==> config.mk <==
export PLATFORM = sky130hd
export DESIGN_NAME = rect_set_op_unit
export DESIGN_NICKNAME = d
export VERILOG_FILES = /design/src/hdl/rso_pkg.sv /design/src/hdl/rect_set_op_unit.sv /design/src/hdl/rso_queue.sv /design/src/hdl/rso_front.sv /design/src/hdl/rso_back.sv
export SDC_FILE = /design/constraint.sdc
export NUM_CORES = 2
export LEC_CHECK = 0
export BUFFER_PORTS_ARGS = -buffer_cell sky130_fd_sc_hd__buf_4
export CAP_MARGIN = 5
export CELL_PAD_IN_SITES_DETAIL_PLACEMENT = 1
export CELL_PAD_IN_SITES_GLOBAL_PLACEMENT = 1
export CORE_ASPECT_RATIO = 0.5
export CORE_MARGIN = 3
export CORE_UTILIZATION = 46
export DETAILED_ROUTE_END_ITERATION = 16
export HOLD_SLACK_MARGIN = 0.08
export MAX_ROUTING_LAYER = met4
export PLACE_DENSITY_LB_ADDON = 0.1
export SLEW_MARGIN = 20
export SYNTH_ARGS = -nofsm -noshare
export SYNTH_HDL_FRONTEND = slang
export SYNTH_SLANG_ARGS = --single-unit
==> constraint.sdc <==
create_clock -name clk -period 12.65 [get_ports clk]
set_clock_uncertainty 0.2 [all_clocks]
set_input_delay 1.265 -clock clk [delete_from_list [all_inputs] [get_ports clk]]
set_output_delay 1.265 -clock clk [all_outputs]
set_load 0.005 [all_outputs]
==> src/hdl/rso_pkg.sv <==
`default_nettype none

package rso_pkg;

  // Operation codes carried by the cmd field.
  typedef enum logic [1:0] {
    CMD_SUB   = 2'd0,
    CMD_UNI   = 2'd1,
    CMD_ISECT = 2'd2,
    CMD_BOUND = 2'd3
  } cmd_t;

  // Default coordinate width for the internal edge arithmetic.
  localparam int COORD_BITS_DEF = 16;

  // Default number of classified items held between front and back.
  localparam int QUEUE_DEPTH_DEF = 2;

  // At most four result rectangles come out of one item.
  localparam int MAX_RESULTS = 4;
  localparam int IDX_W       = $clog2(MAX_RESULTS);

  // Width used to sign- or zero-extend before cutting to a target width.
  localparam int EXT_W = 48;

  // Widths of the fixed port fields.
  localparam int POS_W  = 16;
  localparam int SIZE_W = 15;
  localparam int OSZ_W  = 16;

endpackage

`default_nettype wire

==> src/hdl/rect_set_op_unit.sv <==
// An accepted item passes the first-stage edge registers, the queue and the output register
// before its first result shows on the outputs.
// Throughput: one result per cycle from the back emitter while out_stall is low; an item
// gives one to four results, and the queue ahead of the emitter lets the front go on.
// Reset: synchronous active-low rst_n empties the pipeline, queue and output register;
// no clearing pass is needed.
`default_nettype none

module rect_set_op_unit #(
  parameter int COORD_BITS  = rso_pkg::COORD_BITS_DEF,
  parameter int QUEUE_DEPTH = rso_pkg::QUEUE_DEPTH_DEF
) (
  input  wire logic                             clk,
  input  wire logic                             rst_n,
  input  wire logic                             in_valid,
  output logic                                  in_stall,
  input  wire logic [1:0]                       in_cmd,
  input  wire logic signed [rso_pkg::POS_W-1:0] in_a_left,
  input  wire logic signed [rso_pkg::POS_W-1:0] in_a_top,
  input  wire logic [rso_pkg::SIZE_W-1:0]       in_a_wide,
  input  wire logic [rso_pkg::SIZE_W-1:0]       in_a_tall,
  input  wire logic signed [rso_pkg::POS_W-1:0] in_b_left,
  input  wire logic signed [rso_pkg::POS_W-1:0] in_b_top,
  input  wire logic [rso_pkg::SIZE_W-1:0]       in_b_wide,
  input  wire logic [rso_pkg::SIZE_W-1:0]       in_b_tall,
  output logic                                  out_valid,
  input  wire logic                             out_stall,
  output logic signed [rso_pkg::POS_W-1:0]      out_left,
  output logic signed [rso_pkg::POS_W-1:0]      out_top,
  output logic [rso_pkg::OSZ_W-1:0]             out_wide,
  output logic [rso_pkg::OSZ_W-1:0]             out_tall,
  output logic                                  out_is_empty,
  output logic                                  out_is_last
);

  localparam int ENTRY_W = rso_pkg::MAX_RESULTS * 4 * COORD_BITS + rso_pkg::IDX_W + 1;

  logic               q_push, q_full, q_pop, q_vld;
  logic [ENTRY_W-1:0] q_wdata, q_rdata;

  // Front: edge arithmetic and classification into a result list.
  rso_front #(
    .C       (COORD_BITS),
    .ENTRY_W (ENTRY_W)
  ) u_front (
    .clk       (clk),
    .rst_n     (rst_n),
    .in_valid  (in_valid),
    .in_stall  (in_stall),
    .in_cmd    (in_cmd),
    .in_a_left (in_a_left),
    .in_a_top  (in_a_top),
    .in_a_wide (in_a_wide),
    .in_a_tall (in_a_tall),
    .in_b_left (in_b_left),
    .in_b_top  (in_b_top),
    .in_b_wide (in_b_wide),
    .in_b_tall (in_b_tall),
    .q_push    (q_push),
    .q_data    (q_wdata),
    .q_full    (q_full)
  );

  // Short queue of classified items.
  rso_queue #(
    .W     (ENTRY_W),
    .DEPTH (QUEUE_DEPTH)
  ) u_queue (
    .clk       (clk),
    .rst_n     (rst_n),
    .push      (q_push),
    .push_data (q_wdata),
    .full      (q_full),
    .pop       (q_pop),
    .head_vld  (q_vld),
    .head_data (q_rdata)
  );

  // Back: one result rectangle per cycle while the output is not stalled.
  rso_back #(
    .C       (COORD_BITS),
    .ENTRY_W (ENTRY_W)
  ) u_back (
    .clk          (clk),
    .rst_n        (rst_n),
    .q_vld        (q_vld),
    .q_data       (q_rdata),
    .q_pop        (q_pop),
    .out_valid    (out_valid),
    .out_stall    (out_stall),
    .out_left     (out_left),
    .out_top      (out_top),
    .out_wide     (out_wide),
    .out_tall     (out_tall),
    .out_is_empty (out_is_empty),
    .out_is_last  (out_is_last)
  );

endmodule

`default_nettype wire

==> src/hdl/rso_queue.sv <==
`default_nettype none

module rso_queue #(
  parameter int W     = 8,
  parameter int DEPTH = 2
) (
  input  wire logic         clk,
  input  wire logic         rst_n,
  input  wire logic         push,
  input  wire logic [W-1:0] push_data,
  output logic              full,
  input  wire logic         pop,
  output logic              head_vld,
  output logic [W-1:0]      head_data
);

  localparam int PW = (DEPTH > 1) ? $clog2(DEPTH) : 1;
  localparam int CW = $clog2(DEPTH + 1);
  localparam logic [PW-1:0] LAST_PTR = PW'(DEPTH - 1);
  localparam logic [CW-1:0] DEPTH_CNT = CW'(DEPTH);

  logic [W-1:0]  store_r [DEPTH];
  logic [PW-1:0] wr_ptr_r, wr_ptr_nxt;
  logic [PW-1:0] rd_ptr_r, rd_ptr_nxt;
  logic [CW-1:0] cnt_r, cnt_nxt;

  assign full      = (cnt_r == DEPTH_CNT);
  assign head_vld  = (cnt_r != '0);
  assign head_data = store_r[rd_ptr_r];

  // Pointer and fill count bookkeeping.
  always_comb begin
    wr_ptr_nxt = wr_ptr_r;
    rd_ptr_nxt = rd_ptr_r;
    cnt_nxt    = cnt_r;
    if (push) begin
      wr_ptr_nxt = (wr_ptr_r == LAST_PTR) ? '0 : wr_ptr_r + 1'b1;
    end
    if (pop) begin
      rd_ptr_nxt = (rd_ptr_r == LAST_PTR) ? '0 : rd_ptr_r + 1'b1;
    end
    if (push && !pop) begin
      cnt_nxt = cnt_r + 1'b1;
    end else if (pop && !push) begin
      cnt_nxt = cnt_r - 1'b1;
    end
  end

  always_ff @(posedge clk) begin
    if (!rst_n) begin
      wr_ptr_r <= '0;
      rd_ptr_r <= '0;
      cnt_r    <= '0;
    end else begin
      wr_ptr_r <= wr_ptr_nxt;
      rd_ptr_r <= rd_ptr_nxt;
      cnt_r    <= cnt_nxt;
    end
  end

  // Entry storage needs no reset.
  always_ff @(posedge clk) begin
    if (push) begin
      store_r[wr_ptr_r] <= push_data;
    end
  end

  // The fill count never passes the depth, and nothing leaves an empty queue.
  a_cnt_bound: assert property (@(posedge clk) disable iff (!rst_n)
    cnt_r <= DEPTH_CNT) else $error("queue fill count beyond depth");
  a_no_underflow: assert property (@(posedge clk) disable iff (!rst_n)
    pop |-> cnt_r != '0) else $error("queue popped while empty");

endmodule

`default_nettype wire

==> src/hdl/rso_front.sv <==
`default_nettype none

module rso_front #(
  parameter int C       = rso_pkg::COORD_BITS_DEF,
  parameter int ENTRY_W = rso_pkg::MAX_RESULTS * 4 * C + rso_pkg::IDX_W + 1
) (
  input  wire logic                             clk,
  input  wire logic                             rst_n,
  input  wire logic                             in_valid,
  output logic                                  in_stall,
  input  wire logic [1:0]                       in_cmd,
  input  wire logic signed [rso_pkg::POS_W-1:0] in_a_left,
  input  wire logic signed [rso_pkg::POS_W-1:0] in_a_top,
  input  wire logic [rso_pkg::SIZE_W-1:0]       in_a_wide,
  input  wire logic [rso_pkg::SIZE_W-1:0]       in_a_tall,
  input  wire logic signed [rso_pkg::POS_W-1:0] in_b_left,
  input  wire logic signed [rso_pkg::POS_W-1:0] in_b_top,
  input  wire logic [rso_pkg::SIZE_W-1:0]       in_b_wide,
  input  wire logic [rso_pkg::SIZE_W-1:0]       in_b_tall,
  output logic                                  q_push,
  output logic [ENTRY_W-1:0]                    q_data,
  input  wire logic                             q_full
);

  localparam int EW    = rso_pkg::EXT_W;
  localparam int PW    = rso_pkg::POS_W;
  localparam int SW    = rso_pkg::SIZE_W;
  localparam int MAXR  = rso_pkg::MAX_RESULTS;
  localparam int IW    = rso_pkg::IDX_W;
  localparam int NCAND = MAXR + 1;
  localparam logic [C-1:0] ONE = {{(C-1){1'b0}}, 1'b1};

  typedef struct packed {
    logic [C-1:0] l;
    logic [C-1:0] t;
    logic [C-1:0] r;
    logic [C-1:0] b;
  } box_t;

  typedef struct packed {
    box_t [MAXR-1:0] bx;
    logic [IW-1:0]   last;
    logic            emp;
  } entry_t;

  // Bring a port coordinate to the internal width.
  function automatic logic [C-1:0] pos_in(input logic [PW-1:0] v);
    logic [EW-1:0] x;
    x = {{(EW-PW){v[PW-1]}}, v};
    return x[C-1:0];
  endfunction

  function automatic logic [C-1:0] size_in(input logic [SW-1:0] v);
    logic [EW-1:0] x;
    x = {{(EW-SW){1'b0}}, v};
    return x[C-1:0];
  endfunction

  function automatic box_t mk(input logic [C-1:0] l, input logic [C-1:0] t,
                              input logic [C-1:0] r, input logic [C-1:0] b);
    box_t x;
    x.l = l;
    x.t = t;
    x.r = r;
    x.b = b;
    return x;
  endfunction

  // First stage: edges of both rectangles.
  logic                s1_vld_r;
  rso_pkg::cmd_t       s1_cmd_r;
  logic signed [C-1:0] al_r, at_r, ar_r, ab_r;
  logic signed [C-1:0] bl_r, bt_r, br_r, bb_r;

  assign in_stall = s1_vld_r && q_full;
  assign q_push   = s1_vld_r && !q_full;

  always_ff @(posedge clk) begin
    if (!rst_n) begin
      s1_vld_r <= 1'b0;
    end else if (!in_stall) begin
      s1_vld_r <= in_valid;
    end
  end

  always_ff @(posedge clk) begin
    if (in_valid && !in_stall) begin
      s1_cmd_r <= rso_pkg::cmd_t'(in_cmd);
      al_r     <= pos_in(in_a_left);
      at_r     <= pos_in(in_a_top);
      ar_r     <= pos_in(in_a_left) + size_in(in_a_wide) - ONE;
      ab_r     <= pos_in(in_a_top) + size_in(in_a_tall) - ONE;
      bl_r     <= pos_in(in_b_left);
      bt_r     <= pos_in(in_b_top);
      br_r     <= pos_in(in_b_left) + size_in(in_b_wide) - ONE;
      bb_r     <= pos_in(in_b_top) + size_in(in_b_tall) - ONE;
    end
  end

  // Second stage: overlap tests and the side-by-side edge relations.
  logic         apart;
  logic         sl, st, sr, sb;
  logic         ol, ot, orr, ob;
  logic [2:0]   out_cnt;
  logic [C-1:0] mt_sub, mb_sub, mt_uni, mb_uni;
  box_t         box_a, box_b;

  always_comb begin
    apart   = (al_r > br_r) || (ar_r < bl_r) || (at_r > bb_r) || (ab_r < bt_r);
    sl      = bl_r > al_r;
    st      = bt_r > at_r;
    sr      = br_r < ar_r;
    sb      = bb_r < ab_r;
    ol      = bl_r < al_r;
    ot      = bt_r < at_r;
    orr     = br_r > ar_r;
    ob      = bb_r > ab_r;
    out_cnt = {2'b00, ol} + {2'b00, ot} + {2'b00, orr} + {2'b00, ob};
    mt_sub  = st ? bt_r : at_r;
    mb_sub  = sb ? bb_r : ab_r;
    mt_uni  = (at_r > bt_r) ? at_r : bt_r;
    mb_uni  = (bb_r < ab_r) ? bb_r : ab_r;
    box_a   = mk(al_r, at_r, ar_r, ab_r);
    box_b   = mk(bl_r, bt_r, br_r, bb_r);
  end

  // Candidate rectangles in answer order, each with an enable.
  box_t             cand [NCAND];
  logic [NCAND-1:0] cand_en;

  always_comb begin
    for (int i = 0; i < NCAND; i++) begin
      cand[i] = box_a;
    end
    cand_en = '0;
    unique case (s1_cmd_r)
      rso_pkg::CMD_SUB: begin
        if (apart) begin
          cand[0]    = box_a;
          cand_en[0] = 1'b1;
        end else begin
          cand[0]    = mk(al_r, mt_sub, bl_r - ONE, mb_sub);
          cand[1]    = mk(al_r, at_r, ar_r, bt_r - ONE);
          cand[2]    = mk(br_r + ONE, mt_sub, ar_r, mb_sub);
          cand[3]    = mk(al_r, bb_r + ONE, ar_r, ab_r);
          cand_en[0] = sl;
          cand_en[1] = st;
          cand_en[2] = sr;
          cand_en[3] = sb;
        end
      end
      rso_pkg::CMD_UNI: begin
        if (apart) begin
          cand[0]    = box_b;
          cand[1]    = box_a;
          cand_en[1:0] = 2'b11;
        end else if (out_cnt <= 3'd2) begin
          cand[0]    = box_a;
          cand[1]    = mk(bl_r, mt_uni, al_r - ONE, mb_uni);
          cand[2]    = mk(bl_r, bt_r, br_r, at_r - ONE);
          cand[3]    = mk(ar_r + ONE, mt_uni, br_r, mb_uni);
          cand[4]    = mk(bl_r, ab_r + ONE, br_r, bb_r);
          cand_en[0] = 1'b1;
          cand_en[1] = ol;
          cand_en[2] = ot;
          cand_en[3] = orr;
          cand_en[4] = ob;
        end else begin
          cand[0]    = box_b;
          cand_en[0] = 1'b1;
          // With three sides out, A may still show on the fourth side.
          if (out_cnt == 3'd3) begin
            priority if (!ol) begin
              cand[1]    = mk(al_r, at_r, bl_r - ONE, ab_r);
              cand_en[1] = sl;
            end else if (!ot) begin
              cand[1]    = mk(al_r, at_r, ar_r, bt_r - ONE);
              cand_en[1] = st;
            end else if (!orr) begin
              cand[1]    = mk(br_r + ONE, at_r, ar_r, ab_r);
              cand_en[1] = sr;
            end else begin
              cand[1]    = mk(al_r, bb_r + ONE, ar_r, ab_r);
              cand_en[1] = sb;
            end
          end
        end
      end
      rso_pkg::CMD_ISECT: begin
        cand[0] = mk((al_r > bl_r) ? al_r : bl_r, mt_uni,
                     (ar_r < br_r) ? ar_r : br_r, mb_uni);
        cand_en[0] = !apart;
      end
      rso_pkg::CMD_BOUND: begin
        cand[0] = mk((al_r < bl_r) ? al_r : bl_r, (at_r < bt_r) ? at_r : bt_r,
                     (ar_r > br_r) ? ar_r : br_r, (ab_r > bb_r) ? ab_r : bb_r);
        cand_en[0] = 1'b1;
      end
      default: begin
        cand_en = '0;
      end
    endcase
  end

  // Pack the enabled candidates into consecutive result slots.
  entry_t      ent;
  logic [IW:0] n;

  always_comb begin
    ent = '0;
    n   = '0;
    for (int i = 0; i < NCAND; i++) begin
      if (cand_en[i] && (n < (IW + 1)'(MAXR))) begin
        ent.bx[n[IW-1:0]] = cand[i];
        n = n + 1'b1;
      end
    end
    if (n == '0) begin
      ent.emp  = 1'b1;
      ent.last = '0;
    end else begin
      ent.emp  = 1'b0;
      ent.last = IW'(n - 1'b1);
    end
  end

  assign q_data = ent;

  // An empty answer is always a single result; a bounding box is never empty.
  a_empty_single: assert property (@(posedge clk) disable iff (!rst_n)
    q_push && ent.emp |-> ent.last == '0) else $error("empty answer with several results");
  a_bound_full: assert property (@(posedge clk) disable iff (!rst_n)
    q_push && s1_cmd_r == rso_pkg::CMD_BOUND |-> !ent.emp && ent.last == '0)
    else $error("bounding box gave no single rectangle");

endmodule

`default_nettype wire

==> src/hdl/rso_back.sv <==
`default_nettype none

module rso_back #(
  parameter int C       = rso_pkg::COORD_BITS_DEF,
  parameter int ENTRY_W = rso_pkg::MAX_RESULTS * 4 * C + rso_pkg::IDX_W + 1
) (
  input  wire logic                       clk,
  input  wire logic                       rst_n,
  input  wire logic                       q_vld,
  input  wire logic [ENTRY_W-1:0]         q_data,
  output logic                            q_pop,
  output logic                            out_valid,
  input  wire logic                       out_stall,
  output logic signed [rso_pkg::POS_W-1:0] out_left,
  output logic signed [rso_pkg::POS_W-1:0] out_top,
  output logic [rso_pkg::OSZ_W-1:0]       out_wide,
  output logic [rso_pkg::OSZ_W-1:0]       out_tall,
  output logic                            out_is_empty,
  output logic                            out_is_last
);

  localparam int EW   = rso_pkg::EXT_W;
  localparam int PW   = rso_pkg::POS_W;
  localparam int OW   = rso_pkg::OSZ_W;
  localparam int MAXR = rso_pkg::MAX_RESULTS;
  localparam int IW   = rso_pkg::IDX_W;
  localparam logic [C-1:0] ONE = {{(C-1){1'b0}}, 1'b1};

  typedef struct packed {
    logic [C-1:0] l;
    logic [C-1:0] t;
    logic [C-1:0] r;
    logic [C-1:0] b;
  } box_t;

  typedef struct packed {
    box_t [MAXR-1:0] bx;
    logic [IW-1:0]   last;
    logic            emp;
  } entry_t;

  // Cut an internal value to a 16-bit port, sign-extending when narrower.
  function automatic logic [PW-1:0] to_port(input logic [C-1:0] v);
    logic [EW-1:0] x;
    x = {{(EW-C){v[C-1]}}, v};
    return x[PW-1:0];
  endfunction

  entry_t        head;
  box_t          sel;
  logic [C-1:0]  w_int, h_int;
  logic          is_last;
  logic          load;
  logic [IW-1:0] idx_r;

  logic              out_valid_r;
  logic [PW-1:0]     out_left_r, out_top_r;
  logic [OW-1:0]     out_wide_r, out_tall_r;
  logic              out_is_empty_r, out_is_last_r;

  // Pick the current result of the head item and size it.
  always_comb begin
    head    = entry_t'(q_data);
    sel     = head.bx[idx_r];
    w_int   = sel.r - sel.l + ONE;
    h_int   = sel.b - sel.t + ONE;
    is_last = (idx_r == head.last);
    load    = q_vld && (!out_valid_r || !out_stall);
    q_pop   = load && is_last;
  end

  always_ff @(posedge clk) begin
    if (!rst_n) begin
      out_valid_r <= 1'b0;
      idx_r       <= '0;
    end else if (load) begin
      out_valid_r <= 1'b1;
      idx_r       <= is_last ? '0 : idx_r + 1'b1;
    end else if (!out_stall) begin
      out_valid_r <= 1'b0;
    end
  end

  // Output register; an empty answer shows all-zero geometry.
  always_ff @(posedge clk) begin
    if (load) begin
      out_is_empty_r <= head.emp;
      out_is_last_r  <= is_last;
      if (head.emp) begin
        out_left_r <= '0;
        out_top_r  <= '0;
        out_wide_r <= '0;
        out_tall_r <= '0;
      end else begin
        out_left_r <= to_port(sel.l);
        out_top_r  <= to_port(sel.t);
        out_wide_r <= OW'(to_port(w_int));
        out_tall_r <= OW'(to_port(h_int));
      end
    end
  end

  assign out_valid    = out_valid_r;
  assign out_left     = out_left_r;
  assign out_top      = out_top_r;
  assign out_wide     = out_wide_r;
  assign out_tall     = out_tall_r;
  assign out_is_empty = out_is_empty_r;
  assign out_is_last  = out_is_last_r;

  // An empty result closes its item and carries no geometry.
  a_empty_form: assert property (@(posedge clk) disable iff (!rst_n)
    out_valid_r && out_is_empty_r |-> out_is_last_r && out_wide_r == '0 &&
    out_tall_r == '0) else $error("empty result malformed");
  // The result index stays within the head item's result count.
  a_idx_range: assert property (@(posedge clk) disable iff (!rst_n)
    q_vld |-> idx_r <= head.last) else $error("result index past last result");

endmodule

`default_nettype wire

# Word-level counts from Yosys, hierarchy flattened
# Memories as Yosys holds them, arrays and structs flattened. A register that Yosys moved wholly into a read port is not among the register bits.
# Index checks and enable logic that the tools add are counted.
word_totals:
  out_inout_bits: 68
  regBits: 204
  input_bits: 130
  mem_count: 1
  ramBits: 518
mem_list:
  columns: ["memory", "depth", "word_bits", "read_ports", "rd_clocked_by_memory_dff", "wr", "line_no", "source"]
  rows:
  - ["u_queue.store_r", 2, 259, 1, 1, 1, "rso_queue.sv:22", "logic [W-1:0] store_r [DEPTH];"]
classes:
  n_reduce_logical: 30
  eq_ne: 7
  mux: 71
  n_lt_le_gt_ge: 33
  add_sub_neg: 33
ops:
  columns: ["cell", "n"]
  rows:
  - ["$bwmux W256", 4]
  - ["$mux W256", 4]
  - ["$mux W64", 11]
  - ["$demux W64 S2", 4]
  - ["$mux W192", 2]
  - ["$pmux W192 S2", 1]
  - ["$mux W128", 2]
  - ["$pmux W64 S4", 1]
  - ["$gt A16 B16 Y1", 10]
  - ["$lt A16 B16 Y1", 9]
  - ["$mux W144", 1]
  - ["$mux W16", 9]
  - ["$bmux W64 S2", 1]
  - ["$sub A16 B1 Y16 const B", 8]
  - ["$add A16 B1 Y16 const B", 6]
  - ["$add A16 B15 Y16", 4]
  - ["$mux W48", 1]
  - ["$sub A16 B16 Y16", 2]
  - ["$mux W3", 8]
  - ["$logic_and A1 B1 Y1", 15]
  - ["$mux W1", 15]
  - ["$lt A2 B3 Y1 const B", 4]
  - ["$mux W2", 5]
  - ["$add A3 B1 Y3 const B", 3]
  - ["23 further kinds", 44]

# Depth between registers and ports, before layout
depth:
  word_depth: 25
  depth_mapped: 39

# By module
# A second synthesis with hierarchy kept.
hier_totals:
  hier_cells: 4822
  area_unflattened_um2: 50704.9
by_module_without_submodules:
  columns: ["module", "seq_area_each_um2", "instances", "area_per_inst_um2", "cells_each"]
  rows:
  - ["rso_front", 3923.8, 1, 25134.1, 3502]
  - ["rso_queue", 15655.0, 1, 19750.2, 828]
  - ["rso_back", 2042.0, 1, 5820.6, 492]

# Worst setup path after synthesis
# No wires, ideal clock.
synth_timing:
  path_type: "flip-flop to flip-flop"
  startpoint: "register u_queue.cnt_r[0]"
  endpoint: "register u_queue.wr_ptr_r"
  setup_slack_ns: 0.170
  path_stages_with_launch: 5
  path_buffers: 0
  arrival_time_ns: 12.172
  period_less_slack_ns: 12.480
  setup_ns: 0.108
  required_ns: 12.342
  cell_sequence: "dfxtp_1 -> nand2b_1 -> nand2_1 -> nor2_1 -> o21a_1"
synth_via:
  elab_chain_cells: 3
synth_rtl:
  columns: ["element", "line_no", "source"]
  rows:
  - ["start, declared", "rso_queue.sv:25", "logic [CW-1:0] cnt_r, cnt_nxt;"]
  - ["start signal, assigned", "rso_queue.sv:57", "cnt_r <= cnt_nxt;"]
  - ["$eq A2 B2 Y1", "rso_queue.sv:27", "assign full = (cnt_r == DEPTH_CNT);"]
  - ["$logic_not A1 Y1", "rso_front.sv:76", "assign q_push = s1_vld_r && !q_full;"]
  - ["$logic_and A1 B1 Y1", "rso_front.sv:76", null]
  - ["end signal, assigned", "rso_queue.sv:55", "wr_ptr_r <= wr_ptr_nxt;"]
  - ["end, declared", "rso_queue.sv:23", "logic [PW-1:0] wr_ptr_r, wr_ptr_nxt;"]
# No other way between the ends.
# A chain may end at the register's enable or synchronous reset.

# Final worst setup path
layout_timing:
  startpoint: "register u_front.br_r[9]"
  endpoint: "memory u_queue.store_r[0][58] in the netlist's numbering (data pin)"
layout_via:
  elab_chain_cells: 22
  word_cells_on_any_way: 80
  cone_classes: "5 x add/sub; 16 x order compare; 1 x eq/ne; 46 x mux; 12 x reduce/logical"
layout_rtl:
  columns: ["element", "line_no", "source"]
  rows:
  - ["start, declared", "rso_front.sv:73", "logic signed [C-1:0] bl_r, bt_r, br_r, bb_r;"]
  - ["start signal, assigned", "rso_front.sv:95", "br_r <= pos_in(in_b_left) + size_in(in_b_wide) - ONE;"]
  - ["parallel branches: the longest is 21 deep, another holds $gt A16 B16 Y1", null, null]
  - ["$mux W256 (*)", "rso_front.sv:213", "if (cand_en[i] && (n < (IW + 1)'(MAXR))) begin"]
  - ["via q_wdata[58]", "rect_set_op_unit.sv:39", "logic [ENTRY_W-1:0] q_wdata, q_rdata;"]
  - ["end, declared", "rso_queue.sv:22", null]
# Mark *: on every way through the listed nets, which the timed path passes.

==> results.py <==
metrics = {
    "run_status": {
        "status": "complete, no violations",
    },
    "placement": {
        "dp_hpwl_um": 173000,
        "dp_cells": 6132,
        "gpl.final_weighted_congestion": 1.05,
        "port_buffers": 197,
    },
    "timing": {
        "worstMarginPinSlew_ps": 1320,
        "finalSetupViolCount": 0,
        "timing_max_transition_violations_final": 0,
        "report.final.hold_viol_count": 0,
        "relSlewSlack": 0.111,
        "rsz0062_at_grt": "false",
        "period_minus_slack_ps": 9650,
        "fmax_mhz": 104,
        "final_min_period_over_clock_period": 0.763,
        "totalNegativeSetupSlack_ps": 0,
    },
    "worst_setup_path": {
        "cp.required_ps": 12790,
        "timing.critical_path.arrival_ps": 9790,
        "setup_crit_path_kind": "reg2reg",
        "critical_path.endpoint_type": "flip-flop",
        "critPathLaunchType": "flip-flop",
        "regToRegSetupSlack_ps": 3000,
        "worstPathMaxFanout": 86,
    },
    "layout": {
        "layout.cells.most_common": "edfxtp_1",
        "final.fill_count": 11073,
        "finish.net_count": 5261,
        "drive_above_1_share": 0.148,
        "layoutNonFillerInstCount": 6272,
        "layout_common_cells": "714 x edfxtp_1, 415 x nor2_1, 408 x inv_1",
        "syn2layout_area_growth_pct": 11.9,
    },
    "yosys": {
        "yosys_register_bits": 723,
        "synth-main-ff-cell": "edfxtp_1",
        "syn-instance-count": 4714,
        "post_synthesis_instance_area_mm2": 0.0487,
        "syn_area_per_cell_um2": 10.3,
        "synth_sequential_area_ratio": 0.444,
        "synthesis_warnings": 0,
        "largest_cells_by_area_after_synthesis": "edfxtp_1 44%, ha_1 8.2%, mux4_2 5.9%, a21oi_1 4.0%, nor2_1 3.3%",
        "ffs_w_async_s_r_synth": 0,
        "post-synth-top-area-cell": "edfxtp_1",
        "synth_enable_flop_cells": 714,
        "synth_nets": 5169,
        "synthDominantCellAreaShare": 0.440,
        "yosysUniqueCellTypes": 97,
    },
    "job": {
        "cap_viol_max_count": 0,
    },
    "floorplanning": {
        "core_area_mm2": 0.104,
        "dieHeight_um": 236,
        "die-area_mm2": 0.110,
        "die_x_um": 466,
        "initial_core_util": 0.469,
        "top_level_ports": 198,
        "num_rows": 83,
    },
    "drt": {
        "routedWlPerCell_um": 36.8,
        "drt_wl_total_um": 231000,
        "drt_first_pass_iters": 8,
        "via_count": 44144,
        "vias_per_cell": 7.04,
        "route.antenna.remaining_nets": 0,
        "drcViolationCount": 0,
        "first_iter_violations": 7567,
    },
    "power": {
        "power.density_mw_per_mm2": 220,
        "netSwitchingFraction": 0.453,
        "clkPwrFrac": 0.187,
        "switchingPower_uw": 5430,
        "ir_worst_vdd_mv": 0.306,
        "total_leakage_power_uw": 0.0202,
        "intPower_uw": 6540,
        "power_frac_comb": 0.508,
        "seqPwrFrac": 0.305,
    },
    "clock_tree": {
        "cts_buffer_count": 68,
        "cts-hold-fix-buffers": 0,
        "worst_setup_hold_path_clk_slew_ps": 70,
        "cell_chosen_for_the_clock_root": "clkbuf_16",
        "cts_post_setup_buffers_inserted": 0,
        "cts-root-to-sink-buffers": 3,
        "insertion_delay_ps": 690,
        "clock_sink_count": 723,
        "htree_levels": 3,
        "tritoncts": "done",
        "post_cts_resized": 0,
    },
    "grt": {
        "grt_overflow_total": 0,
        "first_global_vias": 42797,
        "grtUsageTotal": 0.421,
        "grt_start_max_net_pins": 186,
        "global_route_wire_length_before_repair_um": 322000,
        "antenna_violations_before_repair": 10,
    },
    "hold_path": {
        "min_delay_path_class": "reg2reg",
    },
}
==> power by group through the flow <==
| stage | sequential [µW] | clock (µW) | combinational, µW |
|---|---|---|---|
| 2_1_floorplan | 3530 | 0 | 3510 |
| 3_3_place_gp | 3630 | 0 | 5460 |
| 3_5_place_dp | 3660 | 0 | 5690 |
| 4_1_cts | 3620 | 2250 | 5780 |
| 5_1_grt | 3660 | 2340 | 6360 |
| 6_report | 3650 | 2240 | 6080 |
==> per-stage QoR <==
| stage | cell area, µm² | hold WS, ps | total power, µW | worst slack, ps | util |
|---|---|---|---|---|---|
| floorplan | 48700 | 271 | 7040 | 170 | - |
| global placement | 51900 | 291 | 9090 | 3750 | 0.500 |
| detailed placement | 51900 | 320 | 9350 | 3490 | 0.501 |
| CTS | 54300 | 327 | 11600 | 3450 | 0.523 |
| global route | 54500 | 349 | 12400 | 2760 | 0.525 |
| finish | 54500 | 324 | 12000 | 3000 | 0.525 |
==> cell type report <==
type / instances / area (µm²) / area share
well taps: 1402 / 1750 / 0.0322
clock inverters: 43 / 616 / 0.0113
inverters: 414 / 1550 / 0.0285
diodes: 13 / 32.5 / 0.000597
clock buffers: 78 / 1760 / 0.0323
flip-flops and latches: 723 / 21600 / 0.397
repair buffers: 352 / 2750 / 0.0505
multi-input cells: 3247 / 24400 / 0.447
==> worst max-delay path, stage by stage, from the launching register on <==
cell and delay [ps]:
edfxtp_1 680, inv_1 300, ha_1 390, nand4_1 130
or4_1 540, o22ai_1 250, o31a_1 560, inv_1 330
fa_1 530, ha_1 320, nor3b_1 390, or2_2 590
nand2_1 340, a21oi_1 240, nor2_1 190, nand2_1 100
inv_1 50, ha_1 570, inv_1 170, xnor2_1 180
ha_1 290, nand2_1 60, a32o_1 350, a211oi_4 250
buf_12 390, a211oi_1 120, a21oi_1 670
==> final timing paths <==
path,from,cells after the start,endpoint
setup / recovery,u_front.br_r[9],26,u_queue.store_r[0][58]
hold / removal,u_back.out_valid,2,u_back.out_valid
hold reg to reg,u_back.out_valid,2,u_back.out_valid
setup reg to reg,u_front.br_r[9],26,u_queue.store_r[0][58]
==> Yosys cell counts (all sizes together), types with 103 or more instances <==
cell,n
edfxtp,714
nor2,426
inv,412
a21oi,389
ha,318
nand2,249
o21ai,239
clkbuf,226
xnor2,140
mux4,128
nor3,128
mux2i,111
o22ai,107
buf,104
nand3,103
==> sequential cells by signal (all words and copies together), names as in the netlist, 2 cells and up, named ones only <==
register,count
u_front.at_r,16
u_front.bl_r,16
u_front.bt_r,16
u_front.br_r,16
u_front.s1_cmd_r,2
u_queue.store_r,518
u_back.out_left,16
u_back.out_wide,16
u_front.bb_r,16
u_back.out_top,16
u_front.ar_r,16
u_back.out_tall,16
u_front.al_r,16
u_back.idx_r,2
u_front.ab_r,16
u_queue.cnt_r,2
==> metal layers <==
metal / up-vias / track usage / part of all wire
li1: 17973 / - / -
met1: 22416 / 0.621 / 0.44
met2: 3495 / 0.500 / 0.36
met3: 260 / 0.236 / 0.19
met4: 0 / 0.0475 / 0.011
met5: - / - / 0
==> logic make-up after synthesis <==
family / count (synthesis) / share of synthesized area
xor+xnor: 179 / 0.0322
compound gates: 1357 / 0.183
fa+ha+maj: 325 / 0.0846
simple gates: 1105 / 0.104
buf+inv: 744 / 0.0598
flops: 723 / 0.444
mux: 281 / 0.0921
Note: power is estimated with default switching activity, not from simulation.
